**src/rtl/assert_macros.svh**
```systemverilog
// ----------------------------------------------------------------------------
// assertion macros
// shared concurrent assertion helpers, compiled out when ASSERT_OFF is set
// ----------------------------------------------------------------------------
`ifndef ASSERT_MACROS_SVH
`define ASSERT_MACROS_SVH

`ifndef ASSERT_OFF

// property checked on every rising edge outside reset
`define ASSERT_ALWAYS(lbl, clk, rst_n, prop) \
	lbl: assert property (@(posedge clk) disable iff (!rst_n) (prop)) \
		else $error("assertion failed");

// implication checked on every rising edge outside reset
`define ASSERT_IMPLY(lbl, clk, rst_n, ante, cons) \
	lbl: assert property (@(posedge clk) disable iff (!rst_n) (ante) |-> (cons)) \
		else $error("assertion failed");

// next-cycle implication checked outside reset
`define ASSERT_NEXT(lbl, clk, rst_n, ante, cons) \
	lbl: assert property (@(posedge clk) disable iff (!rst_n) (ante) |=> (cons)) \
		else $error("assertion failed");

`else

`define ASSERT_ALWAYS(lbl, clk, rst_n, prop)
`define ASSERT_IMPLY(lbl, clk, rst_n, ante, cons)
`define ASSERT_NEXT(lbl, clk, rst_n, ante, cons)

`endif

`endif

```
**src/rtl/rtt_pkg.sv**
```systemverilog
// ----------------------------------------------------------------------------
// rtt_pkg
// shared constants and types of the raster to tile converter
// ----------------------------------------------------------------------------
`default_nettype none

package rtt_pkg;

	localparam int PIX_W               = 8;
	localparam int NIB_W               = 4;
	localparam int WORD_W              = 32;
	localparam int STORE_ROWS          = 7;
	localparam int WIDTH_REG_W         = 7;
	localparam int HEIGHT_REG_W        = 11;
	localparam int CFG_DATA_W          = 11;
	localparam int MAX_HEIGHT_TILES    = 1024;
	localparam int BAND_W              = 10;
	localparam int DEF_MAX_WIDTH_TILES = 64;
	localparam int OUT_TDATA_W         = 40;

	localparam logic [2:0] LAST_ROW  = 3'd7;
	localparam logic [2:0] LAST_NIB  = 3'd7;

	typedef enum logic [0:0] {
		CFG_WIDTH  = 1'b0,
		CFG_HEIGHT = 1'b1
	} cfg_reg_t;

	// tile hand-off from the packer to the emitter
	typedef struct packed {
		logic valid;
		logic image_last;
	} rtt_job_t;

endpackage

`default_nettype wire

```
**src/rtl/rtt_packer.sv**
```systemverilog
// ----------------------------------------------------------------------------
// rtt_packer
// nibble packing, raster position counters and configuration registers
// ----------------------------------------------------------------------------
`default_nettype none

module rtt_packer
	import rtt_pkg::*;
#(
	parameter int MAX_WIDTH_TILES = DEF_MAX_WIDTH_TILES,
	localparam int TILE_W = (MAX_WIDTH_TILES > 1) ? $clog2(MAX_WIDTH_TILES) : 1
) (
	input  wire logic                  clk,
	input  wire logic                  arst_n,
	input  wire logic                  cfg_we,
	input  wire logic                  cfg_index,
	input  wire logic [CFG_DATA_W-1:0] cfg_data,
	input  wire logic                  pix_valid,
	output logic                       pix_ready,
	input  wire logic [PIX_W-1:0]      pixel,
	input  wire logic                  emit_busy,
	output logic                       wr_en,
	output logic      [2:0]            wr_row,
	output logic      [TILE_W-1:0]     tile,
	output logic      [WORD_W-1:0]     word,
	output rtt_job_t                   job
);

	localparam int CMP_W = ((TILE_W > WIDTH_REG_W) ? TILE_W : WIDTH_REG_W) + 1;

	logic [WIDTH_REG_W-1:0]  width_q;
	logic [HEIGHT_REG_W-1:0] height_q;
	logic [WORD_W-1:0]       pack_q;
	logic [2:0]              nib_q;
	logic [TILE_W-1:0]       tile_q;
	logic [2:0]              band_row_q;
	logic [BAND_W-1:0]       band_q;

	logic [CMP_W-1:0]        w_ext;
	logic [CMP_W-1:0]        eff_w;
	logic [HEIGHT_REG_W-1:0] eff_h;
	logic                    accept;
	logic                    word_done;
	logic                    row_end;
	logic                    band_last;
	logic [WORD_W-1:0]       new_word;

	always_comb begin
		w_ext = CMP_W'(width_q);
		if (w_ext == '0) begin
			eff_w = CMP_W'(1);
		end else if (w_ext > CMP_W'(MAX_WIDTH_TILES)) begin
			eff_w = CMP_W'(MAX_WIDTH_TILES);
		end else begin
			eff_w = w_ext;
		end
		if (height_q == '0) begin
			eff_h = HEIGHT_REG_W'(1);
		end else if (height_q > HEIGHT_REG_W'(MAX_HEIGHT_TILES)) begin
			eff_h = HEIGHT_REG_W'(MAX_HEIGHT_TILES);
		end else begin
			eff_h = height_q;
		end
	end

	assign word_done = (nib_q == LAST_NIB);
	// hold off a completing pixel while the emitter still owns the store
	assign pix_ready = !(emit_busy && word_done);
	assign accept    = pix_valid && pix_ready;
	assign row_end   = CMP_W'(tile_q) >= (eff_w - CMP_W'(1));
	assign band_last = HEIGHT_REG_W'(band_q) >= (eff_h - HEIGHT_REG_W'(1));
	assign new_word  = {pack_q[WORD_W-NIB_W-1:0], pixel[NIB_W-1:0]};

	assign wr_en          = accept && word_done && (band_row_q != LAST_ROW);
	assign wr_row         = band_row_q;
	assign tile           = tile_q;
	assign word           = new_word;
	assign job.valid      = accept && word_done && (band_row_q == LAST_ROW);
	assign job.image_last = row_end && band_last;

	always_ff @(posedge clk or negedge arst_n) begin
		if (!arst_n) begin
			width_q  <= WIDTH_REG_W'(1);
			height_q <= HEIGHT_REG_W'(1);
		end else if (cfg_we) begin
			case (cfg_reg_t'(cfg_index))
				CFG_WIDTH:  width_q  <= cfg_data[WIDTH_REG_W-1:0];
				CFG_HEIGHT: height_q <= cfg_data[HEIGHT_REG_W-1:0];
				default:    ;
			endcase
		end
	end

	always_ff @(posedge clk or negedge arst_n) begin
		if (!arst_n) begin
			pack_q     <= '0;
			nib_q      <= '0;
			tile_q     <= '0;
			band_row_q <= '0;
			band_q     <= '0;
		end else if (accept) begin
			if (!word_done) begin
				pack_q <= new_word;
				nib_q  <= nib_q + 3'd1;
			end else begin
				pack_q <= '0;
				nib_q  <= '0;
				if (row_end) begin
					tile_q <= '0;
					if (band_row_q == LAST_ROW) begin
						band_row_q <= '0;
						band_q     <= band_last ? '0 : band_q + BAND_W'(1);
					end else begin
						band_row_q <= band_row_q + 3'd1;
					end
				end else begin
					tile_q <= tile_q + TILE_W'(1);
				end
			end
		end
	end

endmodule

`default_nettype wire

```
**config.mk**
```make
export PLATFORM = sky130hd
export DESIGN_NAME = rtt_packer
export DESIGN_NICKNAME = d
export VERILOG_FILES = /design/src/rtl/assert_macros.svh /design/src/rtl/rtt_pkg.sv /design/src/rtl/rtt_packer.sv
export SDC_FILE = /design/constraint.sdc
export NUM_CORES = 1
export LEC_CHECK = 0
export BUFFER_PORTS_ARGS = -buffer_cell sky130_fd_sc_hd__buf_2
export CAP_MARGIN = 20
export CORE_ASPECT_RATIO = 1.4
export CORE_MARGIN = 3
export CORE_UTILIZATION = 50
export CTS_CLUSTER_SIZE = 14
export DETAILED_ROUTE_END_ITERATION = 16
export GPL_TIMING_DRIVEN = 0
export PLACE_DENSITY = 0.73
export SLEW_MARGIN = 5
export SYNTH_ARGS = -nofsm -noshare
export SYNTH_HDL_FRONTEND = slang
export SYNTH_SLANG_ARGS = --single-unit
```
**constraint.sdc**
```tcl
create_clock -name clk -period 6.9 [get_ports clk]
set_input_delay 2.07 -clock clk [delete_from_list [all_inputs] [get_ports clk]]
set_output_delay 2.07 -clock clk [all_outputs]
set_load 0.03 [all_outputs]
```
==> impl_metrics.json <==
{
  "clk_latency_ps": 350,
  "path_cells": "or4_4 > or3_4 > or3_4 > nor3_1 > o21ai_0 > ha_1 > inv_1 > nor2_1 > o31a_1 > ha_1 > a21o_1 > a2111oi_4 > a21oi_4 > and3_1 > buf_2",
  "cts_buffers": 9,
  "start_util_pct": 51.7,
  "startpoint_type": "flop",
  "pwr-share-clk_pct": 22.1,
  "drc": 0,
  "gp_congestion": 0.846,
  "die_area_mm2": 0.00829,
  "clock-sinks": 68,
  "reg2reg_to": "band_q[2]",
  "cp.arrival_ps": 4590,
  "maxSlewViolCount": 0,
  "postSynthAreaPerCell_um2": 10.8,
  "ys.warnings.count": 0,
  "syn-cell-area_mm2": 0.00361,
  "critPathLaunch": "height_q[2]",
  "skew_ps": 8.93,
  "antenna_found_initial": 0,
  "yosysTopAreaCell": "dfrtp_1",
  "regToRegSetupSlack_ps": 2390,
  "total_power_uw": 1460,
  "root_buffer": "clkbuf_8",
  "grt_pass1_wl_um": 12700,
  "synth_common_cells": "dfrtp_1, a22o_1, nand2_1, nor2_1",
  "period_share_pct": 96.5,
  "drt_wl_total_um": 7590,
  "hpwl_um": 5690,
  "grt_start_max_net_pins": 69,
  "period_needed_ps": 6660,
  "synth_edf_count": 0,
  "r2r-start": "height_q[2]",
  "routed-via-count": 2852,
  "seq_power_share_pct": 41.3,
  "reg2reg_depth": 17,
  "leakagePower_uw": 0.00211,
  "final_nets": 459,
  "cts_tree": "yes",
  "crit_required_ps": 4830,
  "hold_viol_final": 0,
  "ys_ff_latch": 68,
  "clock_path_buffers": 2,
  "dieHeight_um": 107,
  "yosysUniqueCellTypes": 48,
  "final.setup.tns_ps": 0,
  "status": "finished, final reports clean",
  "synth_nets": 383,
  "hold_class": "flop to flop",
  "setup_viol": 0,
  "yosysMostFrequentCell": "dfrtp_1",
  "seq_area_frac_synth_pct": 47.2,
  "drtAntennaViolNets": 0,
  "synthTopCellsByArea": "dfrtp_1, ha_1, a22o_1",
  "worst_ir_drop_vdd_mv": 0.274,
  "htree_levels": 3,
  "intPower_uw": 873,
  "slew-limit-headroom_pct": 44.4,
  "grt_remaining_overflow": 0,
  "switching_power_uw": 585,
  "yosys.area.top_type_share_pct": 45.8,
  "crit_type": "flop to output port",
  "wire_per_inst_um": 14.9,
  "synth_flop_cell": "dfrtp_1",
  "cpMaxStageDelayCell": "or4_4",
  "diodes": 0,
  "core-area_mm2": 0.00698,
  "max_stage_delay_ps": 560,
  "drt_iter0_markers": 93,
  "critPathCapture": "job[0]",
  "io_pins": 70,
  "cp_max_fo": 9,
  "fp-row-count": 36,
  "maxCapViolCount": 0,
  "layout-drive-gt1-share_pct": 29.6,
  "grt_setup_unrepaired": "false",
  "switching_share_pct": 40.1,
  "power.density_mw_per_mm2": 341,
  "netlist_instances": 334,
  "end_kind": "output port",
  "first_global_vias": 2775,
  "viasPerCell": 5.59,
  "track_usage_pct": 19.3,
  "firstDrtPassIters": 4,
  "synth-async-reset-ratio_pct": 100,
  "cts.clk_slew.worst_paths_ps": 80,
  "fmax_mhz": 150,
  "portBuffers": 65,
  "die_w_um": 77.8,
  "combPwrFrac_pct": 36.6,
  "tightest_slew_ps": 833,
  "syn_to_final_growth_pct": 18.4
}
[power groups by stage]
stage	logic, uW	registers (uW)	clock network, uW
6_report	533	602	323
2_1_floorplan	223	754	0
3_3_place_gp	527	604	0
5_1_grt	584	619	344
4_1_cts	540	602	328
3_5_place_dp	540	606	0
[cell usage in the layout, fill, tap and decap left out, drive strengths merged, types with 3 or more instances in the layout]
cell type / n
o21ai: 15
nor2b: 7
a21o: 3
a21oi: 16
nor3: 6
and3: 3
nand3: 10
mux2: 24
inv: 9
a31oi: 6
and2: 4
or2: 3
nor2: 28
ha: 24
clkbuf: 20
nand2b: 4
xnor2: 3
a22o: 31
dfrtp: 66
nand2: 29
buf: 70
a221o: 5
[sequential cells by signal, summed over array words and instances, names as in the netlist]
register,flops
pack_q,28
height_q,11
band_q,10
width_q,7
tile,6
nib_q,3
wr_row,3
[worst max-delay path, delay by kind of cell (launching register included)]
kind                     cells  cell delay [ps]
AND/OR/NAND/NOR              6             1780
AO/OA/AOI/OAI                5             1180
adder cells (fa/ha/maj)      2              550
flip-flops                   1              420
buffers and inverters        2              310
[kinds of logic after synthesis]
family / synth area share, %
and+or+nand+nor: 14.5
AOI/OAI and AO/OA: 18.7
DFF: 47.2
muxes: 7.49
adders and majority gates: 8.32
buffers and inverters: 2.81
xor gates and xnor gates: 0.971
[final cells by class]
class / instances / area [um2]
Tap cell: 95 / 119
Inverter: 8 / 30.0
Timing Repair Buffer: 65 / 328
Multi-Input combinational cell: 243 / 1830
Sequential cell: 68 / 1700
Fill cell: 595 / 2710
Clock inverter: 6 / 63.8
Clock buffer: 10 / 128
Buffer: 15 / 71.3
[worst min-delay path by stage]
stage,cells past startpoint,end,startpoint,slack [ps]
finish,1,nib_q[0],nib_q[0],490
global route,1,nib_q[0],nib_q[0],510
CTS,1,nib_q[0],nib_q[0],490
detailed placement,1,nib_q[0],nib_q[0],480
global placement,1,nib_q[0],nib_q[0],480
floorplan,1,nib_q[0],nib_q[0],460
[layer usage]
layer	GRT usage, %	share of wire [%]
met4	5.85	1.1
met2	33.3	53
met5	0	0
met3	6.02	5.4
met1	22.8	40
[stage by stage]
step | hold slack, ps | instance area (um2) | instances | util (%) | setup slack, ps
after global placement | 478 | 4050 | 494 | 58.0 | 415
after floorplan | 456 | 3610 | 334 | - | 808
after CTS | 491 | 4250 | 510 | 60.8 | 14.9
after global routing | 512 | 4270 | 510 | 61.2 | 14.0
after detailed placement | 481 | 4060 | 494 | 58.1 | 282
final | 493 | 4270 | 510 | 61.2 | 244
[timing repair]
action,in CTS,in global routing
setup buffers,0,0
gates resized for setup,1,3
setup endpoints to repair,1,1
hold buffers,0,0
pin swaps,0,1
(Power assumes the default switching activity.)
