## src/rtl/assert_macros.svh

```systemverilog
// ----------------------------------------------------------------------------
// assertion macros
// shared concurrent assertion helpers, compiled out when ASSERT_OFF is set
// ----------------------------------------------------------------------------
`ifndef ASSERT_MACROS_SVH
`define ASSERT_MACROS_SVH

`ifndef ASSERT_OFF

// property checked on every rising edge outside reset
`define ASSERT_ALWAYS(lbl, clk, rst_n, prop) \
	lbl: assert property (@(posedge clk) disable iff (!rst_n) (prop)) \
		else $error("assertion failed");

// implication checked on every rising edge outside reset
`define ASSERT_IMPLY(lbl, clk, rst_n, ante, cons) \
	lbl: assert property (@(posedge clk) disable iff (!rst_n) (ante) |-> (cons)) \
		else $error("assertion failed");

// next-cycle implication checked outside reset
`define ASSERT_NEXT(lbl, clk, rst_n, ante, cons) \
	lbl: assert property (@(posedge clk) disable iff (!rst_n) (ante) |=> (cons)) \
		else $error("assertion failed");

`else

`define ASSERT_ALWAYS(lbl, clk, rst_n, prop)
`define ASSERT_IMPLY(lbl, clk, rst_n, ante, cons)
`define ASSERT_NEXT(lbl, clk, rst_n, ante, cons)

`endif

`endif

```

## src/rtl/rtt_pkg.sv

```systemverilog
// ----------------------------------------------------------------------------
// rtt_pkg
// shared constants and types of the raster to tile converter
// ----------------------------------------------------------------------------
`default_nettype none

package rtt_pkg;

	localparam int PIX_W               = 8;
	localparam int NIB_W               = 4;
	localparam int WORD_W              = 32;
	localparam int STORE_ROWS          = 7;
	localparam int WIDTH_REG_W         = 7;
	localparam int HEIGHT_REG_W        = 11;
	localparam int CFG_DATA_W          = 11;
	localparam int MAX_HEIGHT_TILES    = 1024;
	localparam int BAND_W              = 10;
	localparam int DEF_MAX_WIDTH_TILES = 64;
	localparam int OUT_TDATA_W         = 40;

	localparam logic [2:0] LAST_ROW  = 3'd7;
	localparam logic [2:0] LAST_NIB  = 3'd7;

	typedef enum logic [0:0] {
		CFG_WIDTH  = 1'b0,
		CFG_HEIGHT = 1'b1
	} cfg_reg_t;

	// tile hand-off from the packer to the emitter
	typedef struct packed {
		logic valid;
		logic image_last;
	} rtt_job_t;

endpackage

`default_nettype wire

```

## src/rtl/rtt_emitter.sv

```systemverilog
// ----------------------------------------------------------------------------
// rtt_emitter
// reads a finished tile's rows back from the store and drives the output
// ----------------------------------------------------------------------------
`default_nettype none

module rtt_emitter
	import rtt_pkg::*;
#(
	parameter int MAX_WIDTH_TILES = DEF_MAX_WIDTH_TILES,
	localparam int TILE_W = (MAX_WIDTH_TILES > 1) ? $clog2(MAX_WIDTH_TILES) : 1
) (
	input  wire logic              clk,
	input  wire logic              arst_n,
	input  wire rtt_job_t          job,
	input  wire logic [TILE_W-1:0] job_tile,
	input  wire logic [WORD_W-1:0] job_word,
	output logic                   busy,
	output logic                   rd_en,
	output logic      [2:0]        rd_row,
	output logic      [TILE_W-1:0] rd_tile,
	input  wire logic [WORD_W-1:0] rd_data,
	output logic                   out_valid,
	input  wire logic              out_ready,
	output logic      [WORD_W-1:0] row_word,
	output logic      [2:0]        row_num,
	output logic                   tile_last,
	output logic                   image_last
);

	logic              busy_q;
	logic [TILE_W-1:0] tile_q;
	logic [WORD_W-1:0] word_q;
	logic              ilast_q;
	logic [3:0]        issue_q;
	logic              valid_s1;
	logic [2:0]        row_s1;
	logic              out_valid_q;
	logic [WORD_W-1:0] row_word_q;
	logic [2:0]        row_num_q;
	logic              tile_last_q;
	logic              image_last_q;

	logic              out_free;
	logic              take_s1;
	logic              can_issue;

	assign out_free  = !out_valid_q || out_ready;
	assign take_s1   = valid_s1 && out_free;
	assign can_issue = busy_q && !issue_q[3] && (!valid_s1 || take_s1);
	assign rd_en     = can_issue && (issue_q[2:0] != LAST_ROW);
	assign rd_row    = issue_q[2:0];
	assign rd_tile   = tile_q;
	assign busy      = busy_q;

	// job registers
	always_ff @(posedge clk or negedge arst_n) begin
		if (!arst_n) begin
			busy_q  <= 1'b0;
			issue_q <= '0;
		end else begin
			if (job.valid) begin
				busy_q  <= 1'b1;
				issue_q <= '0;
			end else begin
				if (take_s1 && (row_s1 == LAST_ROW)) begin
					busy_q <= 1'b0;
				end
				if (can_issue) begin
					issue_q <= issue_q + 4'd1;
				end
			end
		end
	end

	always_ff @(posedge clk) begin
		if (job.valid) begin
			tile_q  <= job_tile;
			word_q  <= job_word;
			ilast_q <= job.image_last;
		end
	end

	// stage 1: store read data (or row 7 word) waiting for the output register
	always_ff @(posedge clk or negedge arst_n) begin
		if (!arst_n) begin
			valid_s1 <= 1'b0;
		end else if (can_issue) begin
			valid_s1 <= 1'b1;
		end else if (take_s1) begin
			valid_s1 <= 1'b0;
		end
	end

	always_ff @(posedge clk) begin
		if (can_issue) begin
			row_s1 <= issue_q[2:0];
		end
	end

	// output register
	always_ff @(posedge clk or negedge arst_n) begin
		if (!arst_n) begin
			out_valid_q <= 1'b0;
		end else if (take_s1) begin
			out_valid_q <= 1'b1;
		end else if (out_ready) begin
			out_valid_q <= 1'b0;
		end
	end

	always_ff @(posedge clk) begin
		if (take_s1) begin
			row_word_q   <= (row_s1 == LAST_ROW) ? word_q : rd_data;
			row_num_q    <= row_s1;
			tile_last_q  <= (row_s1 == LAST_ROW);
			image_last_q <= (row_s1 == LAST_ROW) && ilast_q;
		end
	end

	assign out_valid  = out_valid_q;
	assign row_word   = row_word_q;
	assign row_num    = row_num_q;
	assign tile_last  = tile_last_q;
	assign image_last = image_last_q;

	`include "assert_macros.svh"

	`ASSERT_IMPLY(a_job_only_when_idle, clk, arst_n, job.valid, !busy_q)
	`ASSERT_NEXT(a_busy_until_last_row, clk, arst_n, take_s1 && (row_s1 != LAST_ROW), busy_q)
	`ASSERT_IMPLY(a_s1_within_job, clk, arst_n, !busy_q, !valid_s1)

endmodule

`default_nettype wire

```

## config.mk

```make
export PLATFORM = sky130hd
export DESIGN_NAME = rtt_emitter
export DESIGN_NICKNAME = d
export VERILOG_FILES = /design/src/rtl/rtt_pkg.sv /design/src/rtl/rtt_emitter.sv
export VERILOG_INCLUDE_DIRS = /design/src /design/src/rtl
export SDC_FILE = /design/constraint.sdc
export NUM_CORES = 1
export LEC_CHECK = 0
export ABC_AREA = 1
export BUFFER_PORTS_ARGS = -buffer_cell sky130_fd_sc_hd__buf_2
export CORE_MARGIN = 2
export CORE_UTILIZATION = 38
export CTS_CLUSTER_DIAMETER = 120
export DETAILED_ROUTE_END_ITERATION = 8
export PLACE_DENSITY_LB_ADDON = 0.25
export SETUP_SLACK_MARGIN = 0.2
export SLEW_MARGIN = 20
export SYNTH_ARGS = -nofsm -noshare
export SYNTH_HDL_FRONTEND = slang
export SYNTH_SLANG_ARGS = --single-unit
```

## constraint.sdc

```tcl
create_clock -name clk -period 4.3 [get_ports clk]
set_input_delay 0.43 -clock clk [delete_from_list [all_inputs] [get_ports clk]]
set_output_delay 0.43 -clock clk [all_outputs]
set_load 0.01 [all_outputs]
```

==> metrics.cfg <==
[detailed_routing]
drtIter0Drc=64
via_count=2015
detail_route.wirelength_microns=6146
ant_nets=0
drc=0
firstDrtPassIters=4
via_per_inst=4.343
post_drt_wl_per_cell_microns=13.25

[clock_network]
cts_htree_levels=3
cts_hold_buf=1
cts_sinks=86
cts-root-buf=clkbuf_8
ctsLongestPathBuffers=2
cts_made_buffers=9
cts_tree=yes
postCtsSetupBuffers=0
worstSkewPairLatency_ns=0.35
path_clk_slew_ns=0.09
post_cts_resized=0

[floorplan]
row_count=33
io-pin-count=124
core_sq_um=8134
start_util_pct=38.84
die_area_sq_um=9059
fp.dieH_microns=95.18
die_w_microns=95.18

[placed_design]
dp_cells=447
place_hpwl_microns=4209
gp_congestion=0.7265
portBuffers=123

[grt]
grt_max_degree=42
grt.overflow.total=0
antenna_found_initial=0
grt.total_usage_pct=13.39
grt_pass1_vias=1897
grt_pass1_wl_microns=8825

[pwr]
pwr-share-comb_pct=15.8
p_switching_mw=0.5336
share_seq_of_total_power_pct=55.1
p_int_mw=1.539
p_clk_share_pct=29.1
irDropWorstVdd_uv=171.6
leakagePower_nw=1.844
sw_frac_of_total_pct=25.75
powerDensity_nw_per_um2=509.6

[yosys]
ys_ff_latch=86
synthCells=227
synth-compound-area-share_pct=0.3168
yosys_warnings=0
ys_types=16
synth_top_family_by_area=simple AND/OR/NAND/NOR gates
synth_area_sq_um=3159
synthXorXnorAreaFrac_pct=0
ys_seq_area_share_pct=80.63
yosys-top-cells-area=edfxtp_1 (75%), nand2_1 (13%), dfrtp_1 (5.5%)
synth.area.mux_share_pct=0
synthAdderAreaFrac_pct=0.7921
syn_area_per_cell_sq_um=13.92
yosys.area.top_type_share_pct=75.09
yosys.area_share.simple_pct=14.85
yosysTopAreaCell=edfxtp_1
syn-num-nets=304

[timing]
setup_violations=0
period_needed_ns=1.842
slew_violations=0
max_freq_mhz=543.0
worst_clock_skew_ns=0.01136
period_share_pct=42.83
hold_violations=0
worst_slew_pin_slew_ns=0.9217
grt_setup_unrepaired=false
slew_headroom_pct=38.55
setup_tns_ns=0

[layout]
num-fill-cells=738
drive_above_1_share_pct=39.28
finalNetCount=431
multi_input_area_sq_um=504.2
area_delta_synth_final_pct=28.71
instances_no_fill=464
diodes=0
final-seq-area_sq_um=2547

[setup_path]
required_ns=3.87
path_class=reg -> out
critical-path-max-stage-delay_ns=0.43
crit_arrival_ns=1.41
crit_top_cell=ha_1
worst-path-buf-inv=1
cp_slowest_cell=dfrtp_1
cp_max_fo=5
r2r_slack_ns=2.46
rr_endpoint=row_word[16]
start_kind=flip-flop
crit-reg2reg-launch=row_s1[2]
reg2reg_depth=4
crit_chain=ha_1 > ha_1 > nor2_1 > buf_2
critPathCaptureType=output pin
crit_family=flip-flops

[run_status]
status=complete, no violations

[flow_run]
maxCapViolations=0

[min_path]
worstHoldStart=job_word[6]
holdPathStages=1
min_path_type=in -> reg
whs_endpoint=word_q[6]

-- routing by layer --
layer / routed length [microns] / GRT usage, % / vias up
met3: 489 / 5.138 / 10
li1: - / - / 1017
met4: 119 / 6.763 / 0
met2: 3029 / 21.30 / 75
met1: 2508 / 15.83 / 913
met5: 0 / 0 / -
-- sequential cells by signal, summed over array words and instances (netlist names) --
| register | count |
|---|---|
| rd_tile | 6 |
| word_q | 32 |
| row_word | 32 |
| image_last | 1 |
| out_valid | 1 |
| ilast_q | 1 |
| issue_q | 4 |
| row_s1 | 3 |
| busy | 1 |
| row_num | 3 |
| valid_s1 | 1 |
| tile_last | 1 |
-- worst max-delay path by stage --
stage                          start            to  slack, ns  cells after the start
final                     issue_q[0]         rd_en       2.46                      4
after global routing       row_s1[1]  row_word[16]       2.14                      4
after CTS                  row_s1[2]  row_word[16]       2.37                      4
after detailed placement   out_ready  row_word[29]       2.34                      6
after global placement     out_ready  row_word[11]       2.36                      6
after floorplan            out_ready    image_last       2.58                      4
-- metrics by stage --
| step | area [sq um] | hold WS (ns) | utilization [%] | setup WS [ns] | power [mW] |
|---|---|---|---|---|---|
| 2_1_floorplan | 3159 | 0.1344 | - | 2.578 | 1.330 |
| 3_3_place_gp | 3842 | 0.2727 | 47.24 | 2.365 | 1.486 |
| 3_5_place_dp | 3842 | 0.2797 | 47.24 | 2.335 | 1.495 |
| 4_1_cts | 4066 | 0.2277 | 49.99 | 2.374 | 2.097 |
| 5_1_grt | 4066 | 0.2241 | 49.99 | 2.138 | 2.172 |
| 6_report | 4066 | 0.2501 | 49.99 | 2.458 | 2.072 |
-- power groups by stage --
stage                     clock [mW]  combinational, mW  sequential (mW)
after floorplan                    0              0.123             1.21
after global placement             0              0.328             1.16
after detailed placement           0              0.333             1.16
after CTS                      0.618              0.336             1.14
after global routing           0.650              0.366             1.16
final                          0.603              0.328             1.14
-- Yosys cell counts --
cell type and number:
a21oi_1 1, buf_2 3, buf_4 3, buf_6 3, dfrtp_1 7, edfxtp_1 79, ha_1 2, inv_1 8
inv_4 1, nand2_1 106, nand3_1 5, nand3_2 1, nand4_1 3, nor2_1 3, nor2_2 1, o21ai_0 1
-- placed cells by master (no fill, tap or decap), drive strengths merged --
| cell type | Yosys | layout |
|---|---|---|
| dfrtp | 7 | 7 |
| bufinv | 0 | 2 |
| inv | 9 | 9 |
| buf | 9 | 124 |
| clkinvlp | 0 | 3 |
| o21ai | 1 | 1 |
| dlygate4sd3 | 0 | 1 |
| a21oi | 1 | 1 |
| clkbuf | 0 | 10 |
| nand4 | 3 | 3 |
| nand3 | 6 | 6 |
| ha | 2 | 2 |
| nand2 | 106 | 106 |
| nor2 | 4 | 4 |
| edfxtp | 79 | 79 |
| clkinv | 0 | 1 |
-- cell families (layout without fill, tap and decap cells) --
group | after synthesis | count (layout)
adder cells (fa/ha/maj) | 2 | 2
buffers and inverters | 18 | 150
AND/OR/NAND/NOR | 119 | 119
AO/OA/AOI/OAI | 2 | 2
flip-flops | 86 | 86
-- layout make-up --
type	count	share of cell area, %
clock buffers	10	3.138
multi-input cells	123	12.40
inverters	9	0.8923
repair buffers	125	15.57
well taps	105	3.231
flip-flops and latches	86	62.65
clock inverters	6	2.123
Power figures use the tool's default switching activity.
